==> src/rtl/scb_pkg.sv <==
// ----------------------------------------------------------------------------
// scb_pkg - shared types, codes and lookup tables
// Scan-code decode tables and report payload type for the button report core.
// ----------------------------------------------------------------------------
package scb_pkg;

    localparam int unsigned MAP_W = 36;

    // decode kinds of a make code
    localparam logic [1:0] K_NONE  = 2'd0;
    localparam logic [1:0] K_PLAIN = 2'd1;
    localparam logic [1:0] K_HAT1  = 2'd2;
    localparam logic [1:0] K_HAT2  = 2'd3;

    localparam logic [7:0] C_BREAK_OFS = 8'd64;
    localparam logic [5:0] C_HAT1_BASE = 6'd6;
    localparam logic [5:0] C_HAT2_BASE = 6'd14;

    typedef struct packed {
        logic [1:0] kind;
        logic [5:0] idx;
    } t_code_info;

    typedef struct packed {
        logic [MAP_W-1:0] button_map;
        logic             last_report;
    } t_report;

    // one set or clear of a map bit
    typedef struct packed {
        logic [5:0] idx;
        logic       val;
    } t_bit_op;

    // make code 1..32 to button index or hat
    function automatic t_code_info f_code_info(input logic [5:0] k);
        t_code_info r;
        r.kind = K_PLAIN;
        r.idx  = 6'd0;
        case (k)
            6'd1:  r.idx = 6'd4;
            6'd2:  r.idx = 6'd2;
            6'd3:  r.idx = 6'd3;
            6'd4:  r.idx = 6'd1;
            6'd5, 6'd6, 6'd7, 6'd8:     r.kind = K_HAT1;
            6'd9, 6'd10, 6'd11, 6'd12:  r.kind = K_HAT2;
            6'd13: r.idx = 6'd0;
            6'd14: r.idx = 6'd5;
            6'd15: r.idx = 6'd22;
            6'd16: r.idx = 6'd23;
            6'd17: r.idx = 6'd32;
            6'd18: r.idx = 6'd35;
            6'd19: r.idx = 6'd33;
            6'd20: r.idx = 6'd34;
            6'd21: r.idx = 6'd28;
            6'd22: r.idx = 6'd31;
            6'd23: r.idx = 6'd29;
            6'd24: r.idx = 6'd30;
            6'd29: r.idx = 6'd27;
            6'd30: r.idx = 6'd26;
            6'd31: r.idx = 6'd25;
            6'd32: r.idx = 6'd24;
            default: r.kind = K_NONE;
        endcase
        return r;
    endfunction

    // hat direction: 0 up, 1 down, 2 and 3 the horizontal pair
    function automatic logic [1:0] f_hat_dir(input logic [1:0] sel);
        logic [1:0] d;
        case (sel)
            2'd0:    d = 2'd0;
            2'd1:    d = 2'd3;
            2'd2:    d = 2'd1;
            default: d = 2'd2;
        endcase
        return d;
    endfunction

endpackage

==> src/rtl/scb_in_if.sv <==
// ----------------------------------------------------------------------------
// scb_in_if - scan code request channel
// Valid/ready channel carrying one scan code per request.
// ----------------------------------------------------------------------------
interface scb_in_if;
    logic       valid;
    logic       ready;
    logic [7:0] scan_code;

    modport source (output valid, output scan_code, input ready);
    modport sink   (input valid, input scan_code, output ready);
endinterface

==> src/rtl/scb_out_if.sv <==
// ----------------------------------------------------------------------------
// scb_out_if - button report channel
// Valid/ready channel carrying the full button map per request.
// ----------------------------------------------------------------------------
interface scb_out_if;
    logic        valid;
    logic        ready;
    logic [35:0] button_map;
    logic        last_report;

    modport source (output valid, output button_map, output last_report, input ready);
    modport sink   (input valid, input button_map, input last_report, output ready);
endinterface

==> src/rtl/scb_cfg_if.sv <==
// ----------------------------------------------------------------------------
// scb_cfg_if - configuration write channel
// Valid/ready channel writing the report enable register.
// ----------------------------------------------------------------------------
interface scb_cfg_if;
    logic valid;
    logic ready;
    logic report_enable;

    modport source (output valid, output report_enable, input ready);
    modport sink   (input valid, input report_enable, output ready);
endinterface

==> src/rtl/scancode_to_button_report_core.sv <==
// ----------------------------------------------------------------------------
// scancode_to_button_report_core - scan code to button map reports
// Decodes controller make/break codes into a 36-bit button map with two
// diagonal-aware hats and emits up to two full-map reports per code.
// ----------------------------------------------------------------------------
//  channel  | dir | payload                      | request moves
//  ---------+-----+------------------------------+---------------------------
//  i_in     | in  | scan_code[7:0]               | one scan code
//  o_out    | out | button_map[35:0], last_report| one full-map report
//  i_cfg    | in  | report_enable                | one register write
//
//  A code is taken into an input register, then decoded combinationally into
//  at most two bit operations which update the state and land as reports in
//  a two-entry result buffer. The input register accepts a new request while
//  reports still wait, and holds its code while the buffer lacks room. Reset
//  (i_rst_n low at a clock edge) clears the map, both hats, the enable and all
//  valids.
// ----------------------------------------------------------------------------
module scancode_to_button_report_core (
    input  logic       i_clk,
    input  logic       i_rst_n,
    scb_in_if.sink     i_in,
    scb_cfg_if.sink    i_cfg,
    scb_out_if.source  o_out
);
    import scb_pkg::*;

    // state
    logic             r_enable;
    logic [MAP_W-1:0] r_buttons;
    logic [3:0]       r_hat1;
    logic [3:0]       r_hat2;

    // input register
    logic             r_in_valid;
    logic [7:0]       r_code;

    // result buffer, entry 0 is the head
    t_report          r_res [2];
    logic [1:0]       r_cnt;

    // decode
    logic             is_make;
    logic             is_break;
    logic [5:0]       key;
    t_code_info       info;
    logic [1:0]       dir;
    logic [3:0]       dirs_cur;
    logic [3:0]       dirs_new;
    logic [5:0]       base;
    logic [1:0]       p1;
    logic [1:0]       p2;
    logic [5:0]       diag1;
    logic [5:0]       diag2;
    t_bit_op          op_a;
    t_bit_op          op_b;
    logic [1:0]       n_ops;
    logic [1:0]       n_add;
    logic [MAP_W-1:0] map_a;
    logic [MAP_W-1:0] map_b;
    logic [MAP_W-1:0] map_fin;

    // buffer control
    logic             pop;
    logic             fire;
    logic [1:0]       base_cnt;
    logic [2:0]       need_cnt;
    t_report          n_res [2];
    logic [1:0]       n_cnt;

    // ---- decode the held code into bit operations ----
    always_comb begin
        is_make  = r_code inside {[8'd1:8'd32]};
        is_break = r_code inside {[8'd65:8'd96]};
        key      = is_make ? r_code[5:0] : 6'(r_code - C_BREAK_OFS);
        info     = f_code_info(key);
        dir      = f_hat_dir(2'(key - 6'd5));

        dirs_cur = (info.kind == K_HAT1) ? r_hat1 : r_hat2;
        base     = (info.kind == K_HAT1) ? C_HAT1_BASE : C_HAT2_BASE;
        if (is_make) begin
            dirs_new = dirs_cur | (4'd1 << dir);
        end else begin
            dirs_new = dirs_cur & ~(4'd1 << dir);
        end

        // partners of a vertical press are the horizontal pair and vice versa
        if (!dir[1]) begin
            p1    = 2'd2;
            p2    = 2'd3;
            diag1 = base + 6'd4 + {4'd0, dir[0], 1'b0};
            diag2 = base + 6'd5 + {4'd0, dir[0], 1'b0};
        end else begin
            p1    = 2'd0;
            p2    = 2'd1;
            diag1 = base + 6'd4 + {5'd0, dir[0]};
            diag2 = base + 6'd6 + {5'd0, dir[0]};
        end

        op_a  = '{idx: 6'd0, val: 1'b0};
        op_b  = '{idx: 6'd0, val: 1'b0};
        n_ops = 2'd0;
        if (is_make || is_break) begin
            case (info.kind)
                K_PLAIN: begin
                    op_a  = '{idx: info.idx, val: is_make};
                    n_ops = 2'd1;
                end
                K_HAT1, K_HAT2: begin
                    // first partner held decides the diagonal
                    if (dirs_new[p1]) begin
                        op_a  = '{idx: is_make ? base + {4'd0, p1} : diag1, val: 1'b0};
                        op_b  = '{idx: is_make ? diag1 : base + {4'd0, p1}, val: 1'b1};
                        n_ops = 2'd2;
                    end else if (dirs_new[p2]) begin
                        op_a  = '{idx: is_make ? base + {4'd0, p2} : diag2, val: 1'b0};
                        op_b  = '{idx: is_make ? diag2 : base + {4'd0, p2}, val: 1'b1};
                        n_ops = 2'd2;
                    end else begin
                        op_a  = '{idx: base + {4'd0, dir}, val: is_make};
                        n_ops = 2'd1;
                    end
                end
                default: n_ops = 2'd0;
            endcase
        end

        // apply the operations in order
        if (op_a.val) begin
            map_a = r_buttons | (MAP_W'(1) << op_a.idx);
        end else begin
            map_a = r_buttons & ~(MAP_W'(1) << op_a.idx);
        end
        if (op_b.val) begin
            map_b = map_a | (MAP_W'(1) << op_b.idx);
        end else begin
            map_b = map_a & ~(MAP_W'(1) << op_b.idx);
        end
        case (n_ops)
            2'd1:    map_fin = map_a;
            2'd2:    map_fin = map_b;
            default: map_fin = r_buttons;
        endcase
        n_add = r_enable ? n_ops : 2'd0;
    end

    // ---- handshakes ----
    assign pop      = o_out.valid && o_out.ready;
    assign base_cnt = r_cnt - {1'b0, pop};
    assign need_cnt = {1'b0, base_cnt} + {1'b0, n_add};
    // fire only when the buffer has room for every report of this code
    assign fire     = r_in_valid && (need_cnt <= 3'd2);

    assign i_in.ready       = !r_in_valid || fire;
    assign i_cfg.ready      = 1'b1;
    assign o_out.valid      = (r_cnt != 2'd0);
    assign o_out.button_map = r_res[0].button_map;
    assign o_out.last_report = r_res[0].last_report;

    // ---- result buffer next value: advance on pop, append on fire ----
    always_comb begin
        n_res = r_res;
        if (pop) begin
            n_res[0] = r_res[1];
        end
        n_cnt = base_cnt;
        if (fire) begin
            case (n_add)
                2'd1: begin
                    n_res[base_cnt[0]] = '{button_map: map_a, last_report: 1'b1};
                end
                2'd2: begin
                    n_res[0] = '{button_map: map_a, last_report: 1'b0};
                    n_res[1] = '{button_map: map_b, last_report: 1'b1};
                end
                default: n_res = n_res;
            endcase
            n_cnt = need_cnt[1:0];
        end
    end

    // ---- control and state registers ----
    always_ff @(posedge i_clk) begin
        if (!i_rst_n) begin
            r_enable   <= 1'b0;
            r_buttons  <= '0;
            r_hat1     <= '0;
            r_hat2     <= '0;
            r_in_valid <= 1'b0;
            r_cnt      <= 2'd0;
        end else begin
            if (i_cfg.valid && i_cfg.ready) begin
                r_enable <= i_cfg.report_enable;
            end
            if (i_in.valid && i_in.ready) begin
                r_in_valid <= 1'b1;
            end else if (fire) begin
                r_in_valid <= 1'b0;
            end
            if (fire) begin
                r_buttons <= map_fin;
                if ((is_make || is_break) && info.kind == K_HAT1) begin
                    r_hat1 <= dirs_new;
                end
                if ((is_make || is_break) && info.kind == K_HAT2) begin
                    r_hat2 <= dirs_new;
                end
            end
            r_cnt <= n_cnt;
        end
    end

    // ---- payload registers ----
    always_ff @(posedge i_clk) begin
        if (i_in.valid && i_in.ready) begin
            r_code <= i_in.scan_code;
        end
        r_res <= n_res;
    end

    // ---- assertions ----
    a_cnt_range: assert property (@(posedge i_clk) disable iff (!i_rst_n)
        r_cnt != 2'd3)
        else $error("result buffer count out of range");

    a_in_hold: assert property (@(posedge i_clk) disable iff (!i_rst_n)
        (r_in_valid && !fire) |=> (r_in_valid && $stable(r_code)))
        else $error("held scan code lost while buffer full");

    a_disabled_silent: assert property (@(posedge i_clk) disable iff (!i_rst_n)
        (fire && !r_enable) |=> (r_cnt == $past(r_cnt) - {1'b0, $past(pop)}))
        else $error("report queued while reporting disabled");

endmodule
==> src/flat_wrapper.sv <==
// flat-port wrapper written by rule: the top's interface ports become plain ports
module scancode_to_button_report_core_flat import scb_pkg::*;
  (i_clk, i_rst_n, i_in_valid, i_in_scan_code, i_in_ready, i_cfg_valid, i_cfg_report_enable, i_cfg_ready, o_out_valid, o_out_button_map, o_out_last_report, o_out_ready);
  scb_in_if i_in_i ();
  scb_cfg_if i_cfg_i ();
  scb_out_if o_out_i ();
  input  logic i_clk;
  input  logic i_rst_n;
  input wire logic [$bits(i_in_i.valid)-1:0] i_in_valid;
  input wire logic [$bits(i_in_i.scan_code)-1:0] i_in_scan_code;
  output wire logic [$bits(i_in_i.ready)-1:0] i_in_ready;
  input wire logic [$bits(i_cfg_i.valid)-1:0] i_cfg_valid;
  input wire logic [$bits(i_cfg_i.report_enable)-1:0] i_cfg_report_enable;
  output wire logic [$bits(i_cfg_i.ready)-1:0] i_cfg_ready;
  output wire logic [$bits(o_out_i.valid)-1:0] o_out_valid;
  output wire logic [$bits(o_out_i.button_map)-1:0] o_out_button_map;
  output wire logic [$bits(o_out_i.last_report)-1:0] o_out_last_report;
  input wire logic [$bits(o_out_i.ready)-1:0] o_out_ready;
  assign i_in_i.valid = i_in_valid;
  assign i_in_i.scan_code = i_in_scan_code;
  assign i_in_ready = i_in_i.ready;
  assign i_cfg_i.valid = i_cfg_valid;
  assign i_cfg_i.report_enable = i_cfg_report_enable;
  assign i_cfg_ready = i_cfg_i.ready;
  assign o_out_valid = o_out_i.valid;
  assign o_out_button_map = o_out_i.button_map;
  assign o_out_last_report = o_out_i.last_report;
  assign o_out_i.ready = o_out_ready;
  scancode_to_button_report_core u_core (.i_clk(i_clk), .i_rst_n(i_rst_n), .i_in(i_in_i), .i_cfg(i_cfg_i), .o_out(o_out_i));
endmodule
==> config.mk <==
export PLATFORM = sky130hd
export DESIGN_NAME = scancode_to_button_report_core_flat
export DESIGN_NICKNAME = d
export VERILOG_FILES = /design/src/rtl/scb_pkg.sv /design/src/rtl/scb_in_if.sv /design/src/rtl/scb_out_if.sv /design/src/rtl/scb_cfg_if.sv /design/src/rtl/scancode_to_button_report_core.sv /design/src/flat_wrapper.sv
export SDC_FILE = /design/constraint.sdc
export NUM_CORES = 1
export LEC_CHECK = 0
export ABC_AREA = 1
export ABC_CLOCK_PERIOD_IN_PS = 6800
export BUFFER_PORTS_ARGS = -buffer_cell sky130_fd_sc_hd__buf_4
export CORE_ASPECT_RATIO = 0.8
export CORE_UTILIZATION = 35
export CTS_CLUSTER_SIZE = 24
export DETAILED_ROUTE_END_ITERATION = 10
export PLACE_DENSITY_LB_ADDON = 0.25
export SYNTH_ARGS = -nofsm -noshare
export SYNTH_HDL_FRONTEND = slang
export SYNTH_SLANG_ARGS = --single-unit
==> constraint.sdc <==
create_clock -name i_clk -period 6.8 [get_ports i_clk]
set_input_delay 0.34 -clock i_clk [delete_from_list [all_inputs] [get_ports i_clk]]
set_output_delay 0.34 -clock i_clk [all_outputs]
set_load 0.005 [all_outputs]
==> reports/results.txt <==
Max Root-Sink Buffers - 2
Drt via density - 5.270
Synth Cell Area - 9373 sq um
First-pass GRT wire length - 47270 microns
Max-cap violations - 0
Run status - completed
Routed WL per cell - 16.99 microns
H-tree Lvls - 4
Antenna fix cells - 0
Yosys top cell by area - dfxtp_1
Clock-pin slew on the worst setup and hold paths - 0.06 ns
Layout cell share with drive strength beyond 1 - 13.55%
IO buf count - 52
Final nets - 1392
Seq cells post-synth - 130
Die ar. - 27440 sq um
Final worst path period need - 5.545 ns
Internal power - 1940 uW
Area Overhead vs Synth - 10.60%
Core area - 26260 sq um
CTS resizes - 0
Crit. End Element - flip-flop
Final worst slack - 1.255 ns
P_leak - 0.004688 uW
DP HPWL - 20320 microns
# DRC - 0
Site row count - 53
Worst r2r src - u_core.r_code[0]$_DFFE_PP_
Syn. warnings - 0
Gr ovfl total - 0
Total track usage - 22.30%
Die W - 185.0 microns
Part of the power in registers - 34.7%
Worst path slowest cell - nor2_4
CP arrival - 5.87 ns
Comb power frac - 29.2%
Worst path max stage delay - 0.55 ns
Finish-stage setup viols - 0
IO Count - 54
Critical path's top delay family - simple AND/OR/NAND/NOR gates
Worst IR Drop VDD - 0.0002041 V
Fin crit share - 81.54%
Die H - 148.4 microns
Gate Count Post-Synth - 1392
Hold crit path type - input pin to flip-flop
Skew final - 0.009277 ns
Post-Syn Nets - 1424
Post-route ant nets - 0
RSZ-0062 raised after global routing - no
Global placer's final weighted congestion - 0.9040
DRT iter0 DRCs - 938
Clock Sinks - 130
Headroom to the max-slew limit - 35.07%
Worst-Skew Late Latency - 0.43 ns
Seq/Total Area, Yosys - 32.57%
Buf+Inv Stages, Crit Path - 3
Pre-Repair DR Iteration Count - 6
Post-synth top area share - 18.16%
WL final - 29400 microns
Most used DFF post-synth - dfxtp_1
Hold Fails Final Rpt - 0
Fmax - 180.4 MHz
Sw frac - 33.94%
Max FO, Critical Path - 71
CP Launch Point - u_core.r_code[0]$_DFFE_PP_
Worst slack at placement - 1.274 ns
Tightest Pin Transition - 0.9651 ns
CP startpoint kind - flip-flop
Post-CTS Hold Buffers - 0
Setup TNS - 0 ns
Crit-path most repeated cell - nand2_1
Clk pwr share - 36.1%
Post-synth ARST share - 0%
Largest net degree at the start of global routing - 100
Fin. max-slew vios - 0
Synth area leaders - dfxtp_1 (18%), edfxtp_1 (14%), nand2_1 (12%), o21ai_0 (8.0%), a21oi_1 (6.8%)
Vias - 9117
CTS root buffer - clkbuf_16
Num CTS Buffers - 17
Initial core utilization - 35.69%
Critical setup path kind - flip-flop to flip-flop
Initial antenna violation count - 0
Count of cell types in the netlist - 56
CTS tree - built
Post-CTS Setup Bufs - 0
WP data required - 7.12 ns
Post-synth EDFFs - 45
Mean Syn Cell Area - 6.733 sq um
PwrDens - 283.4 nW/um^2
Psw - 996.9 uW
Min-delay src - i_in_scan_code[0]
Vias in the first global route - 8492
==> flip-flops by register name, summed over array words and instances (netlist names) <==
name and flops:
u_core.r_res 37, u_core.r_hat1 4, u_core.o_out.last_report 1, u_core.o_out.button_map 36, u_core.r_enable 1, u_core.r_buttons 36
u_core.r_code 8, u_core.r_cnt 2, u_core.r_in_valid 1, u_core.r_hat2 4
==> cell usage after synthesis (all sizes together), types with 2 or more instances <==
cell type  instances
o21a               8
nand4             14
a22oi              3
mux2i              6
nand3             98
nand2            332
o211ai             9
inv              151
o21bai            31
nor2             102
o21ba              3
buf               54
clkbuf            61
o21ai            195
ha                17
a21oi            129
clkinv             3
a31oi             16
nor3              11
edfxtp            45
or2                4
dfxtp             85
o22a               2
==> layout make-up <==
cell class	instances	area (sq um)
sequential	130	3053
multi-input combinational	993	5134
clock buffer	20	456.7
inverter	154	580.6
timing repair buffer	64	493.0
tap	357	446.7
clock inverter	12	202.7
fill	2827	15890
==> per-layer routing <==
| metal | vias to the layer above | track usage [%] | part of all wire, % |
|---|---|---|---|
| met3 | 25 | 5.485 | 8.7 |
| met1 | 4208 | 32.45 | 48 |
| li1 | 4540 | - | - |
| met2 | 344 | 32.48 | 42 |
| met4 | 0 | 5.826 | 1.4 |
| met5 | - | 0 | 0 |
==> metrics by stage <==
| stage | power, uW | instances | hold WS (ns) | util, % | cell area, sq um |
|---|---|---|---|---|---|
| 3_3_place_gp | 1894 | 1698 | 0.4511 | 36.96 | 9707 |
| 3_5_place_dp | 1900 | 1698 | 0.4565 | 36.96 | 9707 |
| 4_1_cts | 2966 | 1730 | 0.06673 | 39.47 | 10370 |
| 5_1_grt | 3111 | 1730 | 0.06459 | 39.47 | 10370 |
| 6_report | 2937 | 1730 | 0.08547 | 39.47 | 10370 |
| 2_1_floorplan | 1686 | 1392 | 0.4389 | - | 9373 |
==> power by group through the flow <==
stage	combinational, uW	clock (uW)	sequential [uW]
global placement	862	0	1030
finish	858	1060	1020
detailed placement	866	0	1030
floorplan	686	0	1000
global route	967	1110	1030
CTS	869	1080	1020
==> final timing paths <==
check                           depth (start not counted)                             endpoint  slack [ns]
worst max register to register                         28  u_core.o_out.button_map[12]$_DFF_P_        1.26
worst min register to register                          2     u_core.r_buttons[9]$_SDFFE_PN0P_        0.47
worst max-delay path                                   28  u_core.o_out.button_map[12]$_DFF_P_        1.26
worst min-delay path                                    1           u_core.r_code[0]$_DFFE_PP_        0.09
==> layout by cell type, fill, tap and decap left out, drive strengths merged, types with 5 or more instances in the layout <==
| master | instances |
|---|---|
| a21oi | 129 |
| a31oi | 16 |
| buf | 64 |
| bufinv | 5 |
| clkbuf | 20 |
| clkinv | 7 |
| dfxtp | 85 |
| edfxtp | 45 |
| ha | 17 |
| inv | 153 |
| mux2i | 6 |
| nand2 | 332 |
| nand3 | 98 |
| nand4 | 14 |
| nor2 | 102 |
| nor3 | 11 |
| o211ai | 9 |
| o21a | 8 |
| o21ai | 195 |
| o21bai | 31 |
==> logic make-up (layout without fill, tap and decap cells) <==
kind of cell | after synthesis | after routing | synth area share [%]
compound gates | 403 | 403 | 24.18
xor+xnor | 2 | 2 | 0.1869
fa+ha+maj | 18 | 18 | 2.483
buf+inv | 269 | 250 | 12.84
flops | 130 | 130 | 32.57
mux | 6 | 6 | 0.6408
other cells | 1 | 1 | 0.04001
simple gates | 563 | 563 | 27.06
Power figures use the tool's default switching activity.
